===== config.mk =====
export PLATFORM = sky130hd
export DESIGN_NAME = mmc_spi_block_sequencer_flat
export DESIGN_NICKNAME = d
export VERILOG_FILES = /design/src/msbs_pkg.sv /design/src/msbs_if.sv /design/src/mmc_spi_block_sequencer.sv /design/src/msbs_csr.sv /design/src/msbs_step.sv /design/src/flat_wrapper.sv
export SDC_FILE = /design/constraint.sdc
export NUM_CORES = 1
export LEC_CHECK = 0
export BUFFER_PORTS_ARGS = -buffer_cell sky130_fd_sc_hd__buf_2
export CELL_PAD_IN_SITES_DETAIL_PLACEMENT = 1
export CELL_PAD_IN_SITES_GLOBAL_PLACEMENT = 1
export CORE_ASPECT_RATIO = 0.6
export CORE_MARGIN = 2
export CORE_UTILIZATION = 48
export DETAILED_ROUTE_END_ITERATION = 7
export PLACE_DENSITY_LB_ADDON = 0.1
export SLEW_MARGIN = 10
export SYNTH_ARGS = -nofsm -noshare
export SYNTH_HDL_FRONTEND = slang
export SYNTH_SLANG_ARGS = --single-unit
export TNS_END_PERCENT = 50

===== constraint.sdc =====
create_clock -name clock -period 12.8 [get_ports clock]
set_input_delay 1.28 -clock clock [delete_from_list [all_inputs] [get_ports clock]]
set_output_delay 1.28 -clock clock [all_outputs]
set_load 0.01 [all_outputs]

===== src/msbs_pkg.sv =====
// Types, phase codes and byte constants for the SPI-mode card sequencer.
// No dependencies.
package msbs_pkg;

   localparam int OPCODE_W   = 2;
   localparam int BLOCK_W    = 16;
   localparam int BYTE_W     = 8;
   localparam int ERROR_W    = 3;
   localparam int PHASE_W    = 5;
   localparam int COUNT_W    = 10;
   localparam int WAIT_W     = 16;
   localparam int RETRY_W    = 8;
   localparam int CSR_INDEX_W = 2;
   localparam int CSR_DATA_W  = 16;

   localparam int BLOCK_BYTES = 512;
   localparam int BLOCK_SHIFT = $clog2(BLOCK_BYTES);

   localparam logic [OPCODE_W-1:0] OP_INIT     = 2'd0;
   localparam logic [OPCODE_W-1:0] OP_READ     = 2'd1;
   localparam logic [OPCODE_W-1:0] OP_WRITE    = 2'd2;
   localparam logic [OPCODE_W-1:0] OP_EXCHANGE = 2'd3;

   localparam logic [CSR_INDEX_W-1:0] CSR_RESPONSE_TIMEOUT = 2'd0;
   localparam logic [CSR_INDEX_W-1:0] CSR_IDLE_RETRY_LIMIT = 2'd1;
   localparam logic [CSR_INDEX_W-1:0] CSR_WAKE_CLOCK_BYTES = 2'd2;

   localparam logic [ERROR_W-1:0] ERR_OK          = 3'd0;
   localparam logic [ERROR_W-1:0] ERR_NO_IDLE     = 3'd1;
   localparam logic [ERROR_W-1:0] ERR_RETRY_LIMIT = 3'd2;
   localparam logic [ERROR_W-1:0] ERR_CMD_TIMEOUT = 3'd3;
   localparam logic [ERROR_W-1:0] ERR_NO_TOKEN    = 3'd4;
   localparam logic [ERROR_W-1:0] ERR_REJECTED    = 3'd5;

   localparam logic [PHASE_W-1:0] PH_IDLE  = 5'd0;
   localparam logic [PHASE_W-1:0] PH_WAKE  = 5'd1;
   localparam logic [PHASE_W-1:0] PH_CMD0  = 5'd2;
   localparam logic [PHASE_W-1:0] PH_R0    = 5'd3;
   localparam logic [PHASE_W-1:0] PH_CMD1  = 5'd4;
   localparam logic [PHASE_W-1:0] PH_R1    = 5'd5;
   localparam logic [PHASE_W-1:0] PH_GAP   = 5'd6;
   localparam logic [PHASE_W-1:0] PH_CMD16 = 5'd7;
   localparam logic [PHASE_W-1:0] PH_R16   = 5'd8;
   localparam logic [PHASE_W-1:0] PH_CMD17 = 5'd9;
   localparam logic [PHASE_W-1:0] PH_R17   = 5'd10;
   localparam logic [PHASE_W-1:0] PH_TOKW  = 5'd11;
   localparam logic [PHASE_W-1:0] PH_RDATA = 5'd12;
   localparam logic [PHASE_W-1:0] PH_RCRC  = 5'd13;
   localparam logic [PHASE_W-1:0] PH_RTAIL = 5'd14;
   localparam logic [PHASE_W-1:0] PH_CMD24 = 5'd15;
   localparam logic [PHASE_W-1:0] PH_R24   = 5'd16;
   localparam logic [PHASE_W-1:0] PH_WTOK  = 5'd17;
   localparam logic [PHASE_W-1:0] PH_WDATA = 5'd18;
   localparam logic [PHASE_W-1:0] PH_WCRC  = 5'd19;
   localparam logic [PHASE_W-1:0] PH_WRESP = 5'd20;

   localparam logic [BYTE_W-1:0] CMD0_CODE   = 8'h40;
   localparam logic [BYTE_W-1:0] CMD0_CRC    = 8'h95;
   localparam logic [BYTE_W-1:0] CMD1_CODE   = 8'h41;
   localparam logic [BYTE_W-1:0] CMD16_CODE  = 8'h50;
   localparam logic [BYTE_W-1:0] CMD17_CODE  = 8'h51;
   localparam logic [BYTE_W-1:0] CMD24_CODE  = 8'h58;
   localparam logic [BYTE_W-1:0] LEN_HI_BYTE = 8'h02;
   localparam logic [BYTE_W-1:0] IDLE_BYTE   = 8'hFF;
   localparam logic [BYTE_W-1:0] ZERO_BYTE   = 8'h00;
   localparam logic [BYTE_W-1:0] R1_IDLE     = 8'h01;
   localparam logic [BYTE_W-1:0] R1_READY    = 8'h00;
   localparam logic [BYTE_W-1:0] DATA_TOKEN  = 8'hFE;
   localparam logic [3:0]        RESP_MASKED_OK = 4'h5;

   localparam logic [COUNT_W-1:0] CMD_BYTES = 10'd6;
   localparam logic [COUNT_W-1:0] CRC_BYTES = 10'd2;
   localparam logic [COUNT_W-1:0] DATA_BYTES = COUNT_W'(BLOCK_BYTES);

   typedef struct packed {
      logic [WAIT_W-1:0]  response_timeout;
      logic [RETRY_W-1:0] idle_retry_limit;
      logic [BYTE_W-1:0]  wake_clock_bytes;
   } msbs_csr_type;

   typedef struct packed {
      logic [PHASE_W-1:0] phase;
      logic [COUNT_W-1:0] byte_count;
      logic [WAIT_W-1:0]  wait_count;
      logic [RETRY_W-1:0] retry_count;
      logic [BLOCK_W-1:0] block_address;
   } msbs_state_type;

   typedef struct packed {
      logic [BYTE_W-1:0]  mosi_byte;
      logic               select_active;
      logic               read_valid;
      logic [BYTE_W-1:0]  read_byte;
      logic               write_taken;
      logic               busy_res;
      logic               done_res;
      logic [ERROR_W-1:0] error_code;
   } msbs_result_type;

endpackage


===== src/msbs_if.sv =====
// Request and response channel interfaces of the card sequencer.
// Depends on msbs_pkg.
interface msbs_req_if import msbs_pkg::*; ();
   logic                valid;
   logic                ready;
   logic [OPCODE_W-1:0] opcode;
   logic [BLOCK_W-1:0]  block_index;
   logic [BYTE_W-1:0]   miso_byte;
   logic [BYTE_W-1:0]   write_byte;

   modport source (output valid, output opcode, output block_index,
                   output miso_byte, output write_byte, input ready);
   modport sink   (input valid, input opcode, input block_index,
                   input miso_byte, input write_byte, output ready);
endinterface

interface msbs_rsp_if import msbs_pkg::*; ();
   logic               valid;
   logic               ready;
   logic [BYTE_W-1:0]  mosi_byte;
   logic               select_active;
   logic               read_valid;
   logic [BYTE_W-1:0]  read_byte;
   logic               write_taken;
   logic               busy_res;
   logic               done_res;
   logic [ERROR_W-1:0] error_code;

   modport source (output valid, output mosi_byte, output select_active,
                   output read_valid, output read_byte, output write_taken,
                   output busy_res, output done_res, output error_code, input ready);
   modport sink   (input valid, input mosi_byte, input select_active,
                   input read_valid, input read_byte, input write_taken,
                   input busy_res, input done_res, input error_code, output ready);
endinterface


===== src/mmc_spi_block_sequencer.sv =====
// Top level of the SPI-mode card sequencer: state, result register, handshakes.
// Depends on msbs_pkg, msbs_if, msbs_csr and msbs_step.
//
// One request beat is one SPI byte exchange (or a start of init, read or write) and
// gives exactly one response beat, in the cycle after acceptance. Unless stalled, a
// new beat is taken every clock: the phase state and the response register update
// together, and the request side stays ready whenever the response register is empty
// or being drained, so throughput is one beat per cycle. Blocks are 512 bytes.
// Configuration writes take effect on the next clock and belong to idle periods.
module mmc_spi_block_sequencer import msbs_pkg::*; (
   input  logic                   clock,
   input  logic                   reset,
   msbs_req_if.sink               req_if,
   msbs_rsp_if.source             rsp_if,
   input  logic                   csr_write_enable,
   input  logic [CSR_INDEX_W-1:0] csr_index,
   input  logic [CSR_DATA_W-1:0]  csr_write_data
);

   msbs_csr_type    csr;
   msbs_state_type  state_ff;
   msbs_state_type  state_in;
   msbs_result_type rsp_ff;
   msbs_result_type rsp_in;
   logic            rsp_valid_ff;
   logic            rsp_valid_in;
   logic            accept;

   msbs_csr u_csr (
      .clock            (clock),
      .reset            (reset),
      .csr_write_enable (csr_write_enable),
      .csr_index        (csr_index),
      .csr_write_data   (csr_write_data),
      .csr_out          (csr)
   );

   msbs_step u_step (
      .state_cur    (state_ff),
      .csr          (csr),
      .opcode       (req_if.opcode),
      .block_index  (req_if.block_index),
      .miso_byte    (req_if.miso_byte),
      .write_byte   (req_if.write_byte),
      .state_next   (state_in),
      .result       (rsp_in)
   );

   assign req_if.ready = !rsp_valid_ff || rsp_if.ready;
   assign accept       = req_if.valid && req_if.ready;
   assign rsp_valid_in = accept || (rsp_valid_ff && !rsp_if.ready);

   always_ff @(posedge clock) begin
      if (reset) begin
         state_ff     <= '{phase: PH_IDLE, default: '0};
         rsp_valid_ff <= 1'b0;
      end else begin
         rsp_valid_ff <= rsp_valid_in;
         if (accept) state_ff <= state_in;
      end
   end

   always_ff @(posedge clock) begin
      if (accept) rsp_ff <= rsp_in;
   end

   assign rsp_if.valid         = rsp_valid_ff;
   assign rsp_if.mosi_byte     = rsp_ff.mosi_byte;
   assign rsp_if.select_active = rsp_ff.select_active;
   assign rsp_if.read_valid    = rsp_ff.read_valid;
   assign rsp_if.read_byte     = rsp_ff.read_byte;
   assign rsp_if.write_taken   = rsp_ff.write_taken;
   assign rsp_if.busy_res      = rsp_ff.busy_res;
   assign rsp_if.done_res      = rsp_ff.done_res;
   assign rsp_if.error_code    = rsp_ff.error_code;

endmodule


===== src/msbs_csr.sv =====
// Configuration registers of the card sequencer.
// Depends on msbs_pkg.
module msbs_csr import msbs_pkg::*; (
   input  logic                   clock,
   input  logic                   reset,
   input  logic                   csr_write_enable,
   input  logic [CSR_INDEX_W-1:0] csr_index,
   input  logic [CSR_DATA_W-1:0]  csr_write_data,
   output msbs_csr_type           csr_out
);

   msbs_csr_type csr_ff;
   msbs_csr_type csr_in;

   always_comb begin
      csr_in = csr_ff;
      if (csr_write_enable) begin
         unique case (csr_index)
            CSR_RESPONSE_TIMEOUT: csr_in.response_timeout = csr_write_data[WAIT_W-1:0];
            CSR_IDLE_RETRY_LIMIT: csr_in.idle_retry_limit = csr_write_data[RETRY_W-1:0];
            CSR_WAKE_CLOCK_BYTES: csr_in.wake_clock_bytes = csr_write_data[BYTE_W-1:0];
            default: csr_in = csr_ff;
         endcase
      end
   end

   always_ff @(posedge clock) begin
      if (reset) begin
         csr_ff.response_timeout <= 16'hFFFF;
         csr_ff.idle_retry_limit <= 8'hFF;
         csr_ff.wake_clock_bytes <= 8'd10;
      end else begin
         csr_ff <= csr_in;
      end
   end

   assign csr_out = csr_ff;

endmodule


===== src/msbs_step.sv =====
// Next-phase and result logic for one exchange beat of the card sequencer.
// Depends on msbs_pkg.
module msbs_step import msbs_pkg::*; (
   input  msbs_state_type      state_cur,
   input  msbs_csr_type        csr,
   input  logic [OPCODE_W-1:0] opcode,
   input  logic [BLOCK_W-1:0]  block_index,
   input  logic [BYTE_W-1:0]   miso_byte,
   input  logic [BYTE_W-1:0]   write_byte,
   output msbs_state_type      state_next,
   output msbs_result_type     result
);

   function automatic msbs_state_type go(msbs_state_type s, logic [PHASE_W-1:0] ph);
      msbs_state_type r;
      r            = s;
      r.phase      = ph;
      r.byte_count = '0;
      r.wait_count = '0;
      return r;
   endfunction

   msbs_state_type       nxt;
   logic                 fail;
   logic [ERROR_W-1:0]   err;
   logic                 rvalid;
   logic [WAIT_W-1:0]    poll_count;
   logic                 expired;
   logic [COUNT_W-1:0]   count_inc;
   logic [31:0]          addr;
   logic [BYTE_W-1:0]    mosi;
   logic                 sel;
   logic                 taken;

   assign poll_count = state_cur.wait_count + WAIT_W'(1);
   assign expired    = poll_count >= csr.response_timeout;
   assign count_inc  = state_cur.byte_count + COUNT_W'(1);

   always_comb begin
      nxt    = state_cur;
      fail   = 1'b0;
      err    = ERR_OK;
      rvalid = 1'b0;
      if (opcode != OP_EXCHANGE) begin
         nxt.retry_count = '0;
         if (opcode == OP_INIT) begin
            nxt = go(nxt, PH_WAKE);
         end else begin
            nxt.block_address = block_index;
            nxt = go(nxt, (opcode == OP_READ) ? PH_CMD17 : PH_CMD24);
         end
      end else begin
         unique case (state_cur.phase) inside
            PH_CMD0, PH_CMD1, PH_CMD16, PH_CMD17, PH_CMD24: begin
               nxt.byte_count = count_inc;
               if (count_inc >= CMD_BYTES) nxt = go(nxt, state_cur.phase + PHASE_W'(1));
            end
            PH_WAKE: begin
               nxt.byte_count = count_inc;
               if (count_inc >= COUNT_W'(csr.wake_clock_bytes)) nxt = go(nxt, PH_CMD0);
            end
            PH_R0: begin
               if (miso_byte == R1_IDLE) begin
                  nxt = go(nxt, PH_CMD1);
                  nxt.retry_count = RETRY_W'(1);
               end else begin
                  nxt.wait_count = poll_count;
                  if (expired) begin
                     fail = 1'b1;
                     err  = ERR_NO_IDLE;
                  end
               end
            end
            PH_R1: begin
               if (miso_byte == R1_READY) begin
                  nxt = go(nxt, PH_GAP);
               end else begin
                  nxt.wait_count = poll_count;
                  if (expired) begin
                     if (state_cur.retry_count >= csr.idle_retry_limit) begin
                        fail = 1'b1;
                        err  = ERR_RETRY_LIMIT;
                     end else begin
                        nxt = go(nxt, PH_CMD1);
                        nxt.retry_count = state_cur.retry_count + RETRY_W'(1);
                     end
                  end
               end
            end
            PH_GAP: nxt = go(nxt, PH_CMD16);
            PH_R16: begin
               if (miso_byte == R1_READY) begin
                  fail = 1'b1;
               end else begin
                  nxt.wait_count = poll_count;
                  if (expired) begin
                     fail = 1'b1;
                     err  = ERR_CMD_TIMEOUT;
                  end
               end
            end
            PH_R17, PH_R24: begin
               if (miso_byte == R1_READY) begin
                  nxt = go(nxt, (state_cur.phase == PH_R17) ? PH_TOKW : PH_WTOK);
               end else begin
                  nxt.wait_count = poll_count;
                  if (expired) begin
                     fail = 1'b1;
                     err  = ERR_CMD_TIMEOUT;
                  end
               end
            end
            PH_TOKW: begin
               if (miso_byte == DATA_TOKEN) begin
                  nxt = go(nxt, PH_RDATA);
               end else begin
                  nxt.wait_count = poll_count;
                  if (expired) begin
                     fail = 1'b1;
                     err  = ERR_NO_TOKEN;
                  end
               end
            end
            PH_RDATA: begin
               rvalid         = 1'b1;
               nxt.byte_count = count_inc;
               if (count_inc >= DATA_BYTES) nxt = go(nxt, PH_RCRC);
            end
            PH_RCRC: begin
               nxt.byte_count = count_inc;
               if (count_inc >= CRC_BYTES) nxt = go(nxt, PH_RTAIL);
            end
            PH_RTAIL: fail = 1'b1;
            PH_WTOK:  nxt = go(nxt, PH_WDATA);
            PH_WDATA: begin
               nxt.byte_count = count_inc;
               if (count_inc >= DATA_BYTES) nxt = go(nxt, PH_WCRC);
            end
            PH_WCRC: begin
               nxt.byte_count = count_inc;
               if (count_inc >= CRC_BYTES) nxt = go(nxt, PH_WRESP);
            end
            PH_WRESP: begin
               fail = 1'b1;
               err  = (miso_byte[3:0] == RESP_MASKED_OK) ? ERR_OK : ERR_REJECTED;
            end
            default: nxt.phase = PH_IDLE;
         endcase
      end
      if (fail) nxt = go(nxt, PH_IDLE);
   end

   assign addr = 32'(nxt.block_address) << BLOCK_SHIFT;

   always_comb begin
      mosi  = IDLE_BYTE;
      sel   = 1'b1;
      taken = 1'b0;
      case (nxt.phase) inside
         PH_CMD0: begin
            if (nxt.byte_count == COUNT_W'(0))      mosi = CMD0_CODE;
            else if (nxt.byte_count == COUNT_W'(5)) mosi = CMD0_CRC;
            else                                    mosi = ZERO_BYTE;
         end
         PH_CMD1: begin
            if (nxt.byte_count == COUNT_W'(0))      mosi = CMD1_CODE;
            else if (nxt.byte_count == COUNT_W'(5)) mosi = IDLE_BYTE;
            else                                    mosi = ZERO_BYTE;
         end
         PH_CMD16: begin
            if (nxt.byte_count == COUNT_W'(0))      mosi = CMD16_CODE;
            else if (nxt.byte_count == COUNT_W'(3)) mosi = LEN_HI_BYTE;
            else if (nxt.byte_count == COUNT_W'(5)) mosi = IDLE_BYTE;
            else                                    mosi = ZERO_BYTE;
         end
         PH_CMD17, PH_CMD24: begin
            case (nxt.byte_count)
               COUNT_W'(0): mosi = (nxt.phase == PH_CMD17) ? CMD17_CODE : CMD24_CODE;
               COUNT_W'(1): mosi = addr[31:24];
               COUNT_W'(2): mosi = addr[23:16];
               COUNT_W'(3): mosi = addr[15:8];
               COUNT_W'(4): mosi = addr[7:0];
               default:     mosi = IDLE_BYTE;
            endcase
         end
         PH_IDLE, PH_WAKE, PH_GAP, PH_RTAIL: sel = 1'b0;
         PH_WTOK: mosi = DATA_TOKEN;
         PH_WDATA: begin
            mosi  = write_byte;
            taken = 1'b1;
         end
         default: mosi = IDLE_BYTE;
      endcase
   end

   assign state_next             = nxt;
   assign result.mosi_byte       = mosi;
   assign result.select_active   = sel;
   assign result.read_valid      = rvalid;
   assign result.read_byte       = rvalid ? miso_byte : ZERO_BYTE;
   assign result.write_taken     = taken;
   assign result.busy_res        = nxt.phase != PH_IDLE;
   assign result.done_res        = fail;
   assign result.error_code      = err;

endmodule


===== src/flat_wrapper.sv =====
// flat-port wrapper written by rule: the top's interface ports become plain ports
module mmc_spi_block_sequencer_flat import msbs_pkg::*;
  (clock, reset, csr_write_enable, csr_index, csr_write_data, req_if_valid, req_if_opcode, req_if_block_index, req_if_miso_byte, req_if_write_byte, req_if_ready, rsp_if_valid, rsp_if_mosi_byte, rsp_if_select_active, rsp_if_read_valid, rsp_if_read_byte, rsp_if_write_taken, rsp_if_busy_res, rsp_if_done_res, rsp_if_error_code, rsp_if_ready);
  msbs_req_if req_if_i ();
  msbs_rsp_if rsp_if_i ();
  input  logic clock;
  input  logic reset;
  input  logic csr_write_enable;
  input  logic [CSR_INDEX_W-1:0] csr_index;
  input  logic [CSR_DATA_W-1:0] csr_write_data;
  input wire logic [$bits(req_if_i.valid)-1:0] req_if_valid;
  input wire logic [$bits(req_if_i.opcode)-1:0] req_if_opcode;
  input wire logic [$bits(req_if_i.block_index)-1:0] req_if_block_index;
  input wire logic [$bits(req_if_i.miso_byte)-1:0] req_if_miso_byte;
  input wire logic [$bits(req_if_i.write_byte)-1:0] req_if_write_byte;
  output wire logic [$bits(req_if_i.ready)-1:0] req_if_ready;
  output wire logic [$bits(rsp_if_i.valid)-1:0] rsp_if_valid;
  output wire logic [$bits(rsp_if_i.mosi_byte)-1:0] rsp_if_mosi_byte;
  output wire logic [$bits(rsp_if_i.select_active)-1:0] rsp_if_select_active;
  output wire logic [$bits(rsp_if_i.read_valid)-1:0] rsp_if_read_valid;
  output wire logic [$bits(rsp_if_i.read_byte)-1:0] rsp_if_read_byte;
  output wire logic [$bits(rsp_if_i.write_taken)-1:0] rsp_if_write_taken;
  output wire logic [$bits(rsp_if_i.busy_res)-1:0] rsp_if_busy_res;
  output wire logic [$bits(rsp_if_i.done_res)-1:0] rsp_if_done_res;
  output wire logic [$bits(rsp_if_i.error_code)-1:0] rsp_if_error_code;
  input wire logic [$bits(rsp_if_i.ready)-1:0] rsp_if_ready;
  assign req_if_i.valid = req_if_valid;
  assign req_if_i.opcode = req_if_opcode;
  assign req_if_i.block_index = req_if_block_index;
  assign req_if_i.miso_byte = req_if_miso_byte;
  assign req_if_i.write_byte = req_if_write_byte;
  assign req_if_ready = req_if_i.ready;
  assign rsp_if_valid = rsp_if_i.valid;
  assign rsp_if_mosi_byte = rsp_if_i.mosi_byte;
  assign rsp_if_select_active = rsp_if_i.select_active;
  assign rsp_if_read_valid = rsp_if_i.read_valid;
  assign rsp_if_read_byte = rsp_if_i.read_byte;
  assign rsp_if_write_taken = rsp_if_i.write_taken;
  assign rsp_if_busy_res = rsp_if_i.busy_res;
  assign rsp_if_done_res = rsp_if_i.done_res;
  assign rsp_if_error_code = rsp_if_i.error_code;
  assign rsp_if_i.ready = rsp_if_ready;
  mmc_spi_block_sequencer u_core (.clock(clock), .reset(reset), .req_if(req_if_i), .rsp_if(rsp_if_i), .csr_write_enable(csr_write_enable), .csr_index(csr_index), .csr_write_data(csr_write_data));
endmodule

=== After elaboration in Yosys (flattened, before gate mapping) ===
Cells that the tools add are included.

* Muxes and demuxes: 66
* Eq/ne operators: 49
* Order comparisons: 6
* $add $sub $neg: 4
* Reduce and logical (&&, ||, !) cells: 27

{| class="wikitable"
|+ Operators by type and width
! operator !! count
|-
| $mux W55 || 11
|-
| $pmux W16 S12 || 1
|-
| $pmux W24 S8 || 1
|-
| $pmux W10 S11 || 1
|-
| $mux W8 || 13
|-
| $pmux W5 S13 || 1
|-
| $mux W16 || 4
|-
| $eq A5 B4 Y1 const B || 11
|-
| $mux W54 || 1
|-
| $mux W15 || 3
|-
| $pmux W8 S5 || 1
|-
| $eq A5 B3 Y1 const B || 7
|-
| $eq A5 B5 Y1 const B || 7
|-
| $mux W24 || 1
|-
| $eq A10 B2 Y1 const B || 2
|-
| $eq A10 B3 Y1 const B || 2
|-
| $add A16 B1 Y16 const B || 1
|-
| $ge A16 B16 Y1 || 1
|-
| $ne A4 B4 Y1 const B || 4
|-
| $eq A5 B2 Y1 const B || 3
|-
| $mux W3 || 5
|-
| $pmux W3 S5 || 1
|-
| $mux W1 || 14
|-
| $reduce_bool A14 Y1 || 1
|-
| 36 further kinds || 55
|}

* Flip-flop bits (word level): 112
* Output and inout port bits: 26
* Bits of input ports: 57
* Logic and storage cells: 169

=== Depth between registers and ports, before layout ===
* Depth after elaboration: 15
* Gate-level depth with buffers: 22
* Gate-level depth less buffers: 20

=== Modules after synthesis ===
From an unflattened synthesis, not the netlist that was laid out.

* Cell total of the unflattened synthesis: 1116
* Area total of the unflattened synthesis: 9127.5 µm²

{| class="wikitable"
|+ Modules (own cells, without submodules)
! module !! area each (µm²) !! seq. area each (µm²) !! times used !! cells each
|-
| msbs_step || 4644.5 || 0.0 || 1 || 705
|-
| mmc_spi_block_sequencer || 3181.8 || 1841.8 || 1 || 280
|-
| msbs_csr || 1301.2 || 640.6 || 1 || 131
|}

=== Worst setup path before layout ===
Ideal clock, no wire load.

* Path type: register to register
* Start: register u_core.state_ff[24] in the netlist's numbering
* End: register u_core.rsp_ff, in the netlist u_core.rsp_if.mosi_byte[4] (data pin)
* Arrival: 4.752 ns
* Library setup time: 0.258 ns
* Path slack: 7.790 ns
* Cell stages (with the launch flop): 21
* Clock period less this slack: 5.010 ns
* Path buffers: 0
* Required time: 12.542 ns
* Cell sequence: dfxtp_1 and3_1 and3_1 and3_1 and3_1 and3_1 and3_1 nand3_1 xnor2_1 ha_1 nand4_1 nor3_1 nor4_2 nand2_1 a211oi_4 nand2b_1 nand3_1 or4_4 nor2_2 nor2_1 o221a_1

{| class="wikitable"
|+ RTL lines
! element !! line !! source
|-
| start: declaration || mmc_spi_block_sequencer.sv:21 || <nowiki>msbs_state_type state_ff;</nowiki>
|-
| start signal: assignment || mmc_spi_block_sequencer.sv:59 || <nowiki>if (accept) state_ff <= state_in;</nowiki>
|-
| end signal: assignment || mmc_spi_block_sequencer.sv:64 || <nowiki>if (accept) rsp_ff <= rsp_in;</nowiki>
|-
| end: declaration || mmc_spi_block_sequencer.sv:23 || <nowiki>msbs_result_type rsp_ff;</nowiki>
|}

=== Worst setup path after layout ===
* Start: register u_core.state_ff[24] in the netlist's numbering
* End: register u_core.state_ff[29] in the netlist's numbering

* Word-level cells in the longest chain between the ends: 8
* Elaborated cells on any way between the ends: 30
* Classes of those cells: add/sub: 1; order compare: 1; eq/ne: 7; mux: 19; reduce/logical: 2

{| class="wikitable"
|+ Ends and longest elaborated chain
! element !! line !! source
|-
| $add A16 B1 Y16 (*) || msbs_step.sv:35 || <nowiki>assign poll_count = state_cur.wait_count + WAIT_W'(1);</nowiki>
|-
| $ge A16 B16 Y1 || msbs_step.sv:36 || <nowiki>assign expired = poll_count >= csr.response_timeout;</nowiki>
|-
| $mux W1, on equally long branches (2 in a row) || -- ||
|-
| $pmux W1 S6 || msbs_step.sv:53 || <nowiki>unique case (state_cur.phase) inside</nowiki>
|-
| $mux W1 || msbs_step.sv:44 || <nowiki>if (opcode != OP_EXCHANGE) begin</nowiki>
|-
| $reduce_bool A14 Y1 (no source line) (tied with other cells) || -- ||
|-
| $reduce_and A9 Y1 (no source line) || -- ||
|}

Every way passes the cells marked *; elsewhere a longest branch is shown, timed or not. The select of a mux whose other input is x is not followed.
A chain may end at the register's enable or synchronous reset.

==> results.json <==
{
  "global_route.usage.met1": 0.462,
  "timing_worst_slew_pin_value_ps": 1220,
  "die_y_um": 102,
  "ff_latch_area_um2": 2480,
  "placed_area_um2": 8110,
  "global_route.peak_usage_layer": "met1",
  "grt_first_pass_wirelength_um": 40700,
  "setup_viol": 0,
  "reg2reg_setup_slack_ps": 6600,
  "drt-wirelength-per-cell_um": 22.1,
  "overflow_left_after_global_routing": 0,
  "rsz_0062_raised_after_global_routing": "false",
  "via_per_inst": 6.31,
  "grt_overall_usage": 0.305,
  "syn_area_um2": 7630,
  "grt_antenna_before_repair": 1,
  "die_w_um": 167,
  "critical_path_required_ps": 13090,
  "avgSynthCellArea_um2": 8.29,
  "post-place-ws_ps": 6710,
  "min_tclk_post_route_ps": 6200,
  "cts.root.buffer_cell": "clkbuf_16",
  "via_count_of_the_first_global_routing_pass": 7340,
  "initial_utilization": 0.494,
  "synth_top_area_share": 0.231,
  "syn-num-nets": 1019,
  "fin_crit_sh": 0.484,
  "synth_ff_type": "dfxtp_1",
  "drt-initial-drc-count": 675,
  "ys_top_cells_by_area": "dfxtp_1, edfxtp_1, ha_1, nand2_1, a21oi_1",
  "core-area_um2": 15500,
  "hold-worst-slack_ps": 465,
  "clockBufferDepth": 2,
  "rows": 35,
  "fillers": 1905,
  "multi_input_comb_area_um2": 4720,
  "cts_sinks": 112,
  "fmax_mhz": 161,
  "buffer_ports.inserted": 82,
  "postLayoutCoreUtil": 0.546,
  "clk_pin_slew_worst_paths_ps": 80,
  "status": "complete, no violations",
  "crit_path_start_kind": "flip-flop",
  "use_met2": 0.452,
  "die_area_um2": 17000,
  "gpl.final_weighted_congestion": 0.918,
  "total_negative_setup_slacks_ps": 0,
  "hpwl_dp_um": 19700,
  "hp-class": "flip-flop to flip-flop",
  "insertedDiodeCount": 0,
  "ctsHtreeMaxLevel": 3,
  "synth-edff-count": 24,
  "syn_inst_count": 921,
  "cts.repair.resized": 0,
  "firstDrtPassIters": 5,
  "synthDominantAreaCellType": "dfxtp_1",
  "maxSlewHeadroom": 0.179,
  "most_used_standard_cell_by_instance_count_after_synthesis": "nand2_1",
  "io-pin-count": 83,
  "area.growth.synth_to_final_pct": 10.5,
  "final_hold_viol_count": 0,
  "endpoint_kind": "flip-flop",
  "final-max-slew-violation-count": 0,
  "antenna_left": 0,
  "post-route-cell-area_um2": 8440,
  "clock_latency_ps": 360,
  "post_cts.repair.setup_buffers": 0,
  "finClkSkew_ps": 10.2,
  "synth.distinct_cells": 95,
  "pin_count_of_the_biggest_net_entering_global_routing": 78,
  "drv.max_cap_violation_count": 0,
  "final_net_count": 1066,
  "synth_top_cells_by_count": "nand2_1, nor2_1, dfxtp_1, a21oi_1, inv_1",
  "timing.final.ws_setup_ps": 6600,
  "power.ir.vdd_worst_v": 0.0000773,
  "met3_track_demand_over_resource_in_global_routing": 0.0547,
  "async_reset_ff_frac": 0,
  "power_density_nw_per_um2": 99.0,
  "remaining_drc_errors": 0,
  "leakage_nw": 3.69,
  "crit_arrival_ps": 6480,
  "cts_buffers": 9,
  "finalWirelength_um": 25900,
  "synth-seq-area-share": 0.325,
  "critPathMaxFanout": 17,
  "tritoncts": "done",
  "register_bit_total_from_synthesis": 112,
  "ys_warn_count": 0,
  "cts_hold_buf": 0,
  "fraction_of_layout_cells_with_a_size_suffix_above_1": 0.152,
  "num_vias": 7417,
  "timing.setup.critical_path_class": "flip-flop to flip-flop"
}
==> kinds of logic after synthesis <==
| group | after synthesis | synth area share |
|---|---|---|
| buffers and inverters | 103 | 0.0570 |
| adder cells (fa/ha/maj) | 41 | 0.0672 |
| XOR/XNOR | 29 | 0.0343 |
| multiplexers | 28 | 0.0387 |
| AND/OR/NAND/NOR | 381 | 0.265 |
| flip-flops | 112 | 0.325 |
| AO/OA/AOI/OAI | 227 | 0.212 |
==> cell usage in the layout, fill, tap and decap left out, types with 6 or more instances in the layout <==
cell	n
nand2_1	95
nor2_1	90
dfxtp_1	88
buf_2	82
a21oi_1	71
inv_1	46
ha_1	41
and3_1	31
o21ai_0	29
nand3_1	28
xor2_1	24
edfxtp_1	24
nor3_1	23
nand3b_1	20
mux2i_1	19
nand4_1	17
a211o_1	17
nand2b_1	12
o211ai_1	11
clkbuf_16	10
o21a_1	8
mux2_2	8
nor4_1	7
o31ai_1	7
o21ai_1	7
buf_4	7
o31a_1	6
o21bai_1	6
==> worst max-delay path, cell delays in order, from the launching register on <==
cell       delay (ps)
dfxtp_1           420
and3_1            260
and3_1            270
and3_1            260
and3_1            250
and3_1            260
and3_1            260
nand3_1           120
xnor2_1           230
ha_1              300
nand4_1           170
nor3_1             90
nor4_2            540
nand2_1           300
a2111oi_4         660
nand2_1           560
nor2_1            790
nand3b_1          150
a21oi_1           190
==> metrics by stage <==
step | total power (W) | instances
final | 0.000835 | 1176
after floorplan | 0.000481 | 921
after global placement | 0.000521 | 1160
after global routing | 0.000867 | 1176
after CTS | 0.000836 | 1176
after detailed placement | 0.000529 | 1160
==> path summary, 6_finish.rpt <==
path,start,end,depth (start not counted)
setup / recovery,u_core.state_ff[24],u_core.state_ff[29],18
hold / removal,u_core.state_ff[5],u_core.state_ff[5],2
hold reg to reg,u_core.state_ff[5],u_core.state_ff[5],2
setup reg to reg,u_core.state_ff[24],u_core.state_ff[29],18
==> where the power goes <==
group / switching [W] / internal, W
logic: 0.0000896 / 0.0000506
registers: 0.00000967 / 0.000375
clock network: 0.000157 / 0.000153
==> final cells by class <==
type                            instances  area share
Multi-Input combinational cell        706       0.560
Sequential cell                       112       0.294
Timing Repair Buffer                   89      0.0549
Inverter                               50      0.0222
Clock inverter                          6     0.00905
Tap cell                              203      0.0301
Clock buffer                           10      0.0297
==> flip-flops by register name (all words and copies together), names as in the netlist <==
name,cells
u_core.rsp_if.busy_res,1
u_core.rsp_if.write_taken,1
u_core.rsp_if.error_code,3
u_core.rsp_if.read_valid,1
u_core.rsp_if.valid,1
u_core.rsp_if.read_byte,8
u_core.rsp_if.select_active,1
u_core.rsp_if.done_res,1
u_core.rsp_if.mosi_byte,8
u_core.state_ff,55
u_core.u_csr.csr_out,32
==> routing by layer <==
layer / wire, µm / up-vias
li1: - / 3447
met1: 12700 / 3619
met2: 10800 / 309
met3: 2130 / 40
met4: 354 / 2
met5: 10 / -
Note: power is estimated with default switching activity, not from simulation.
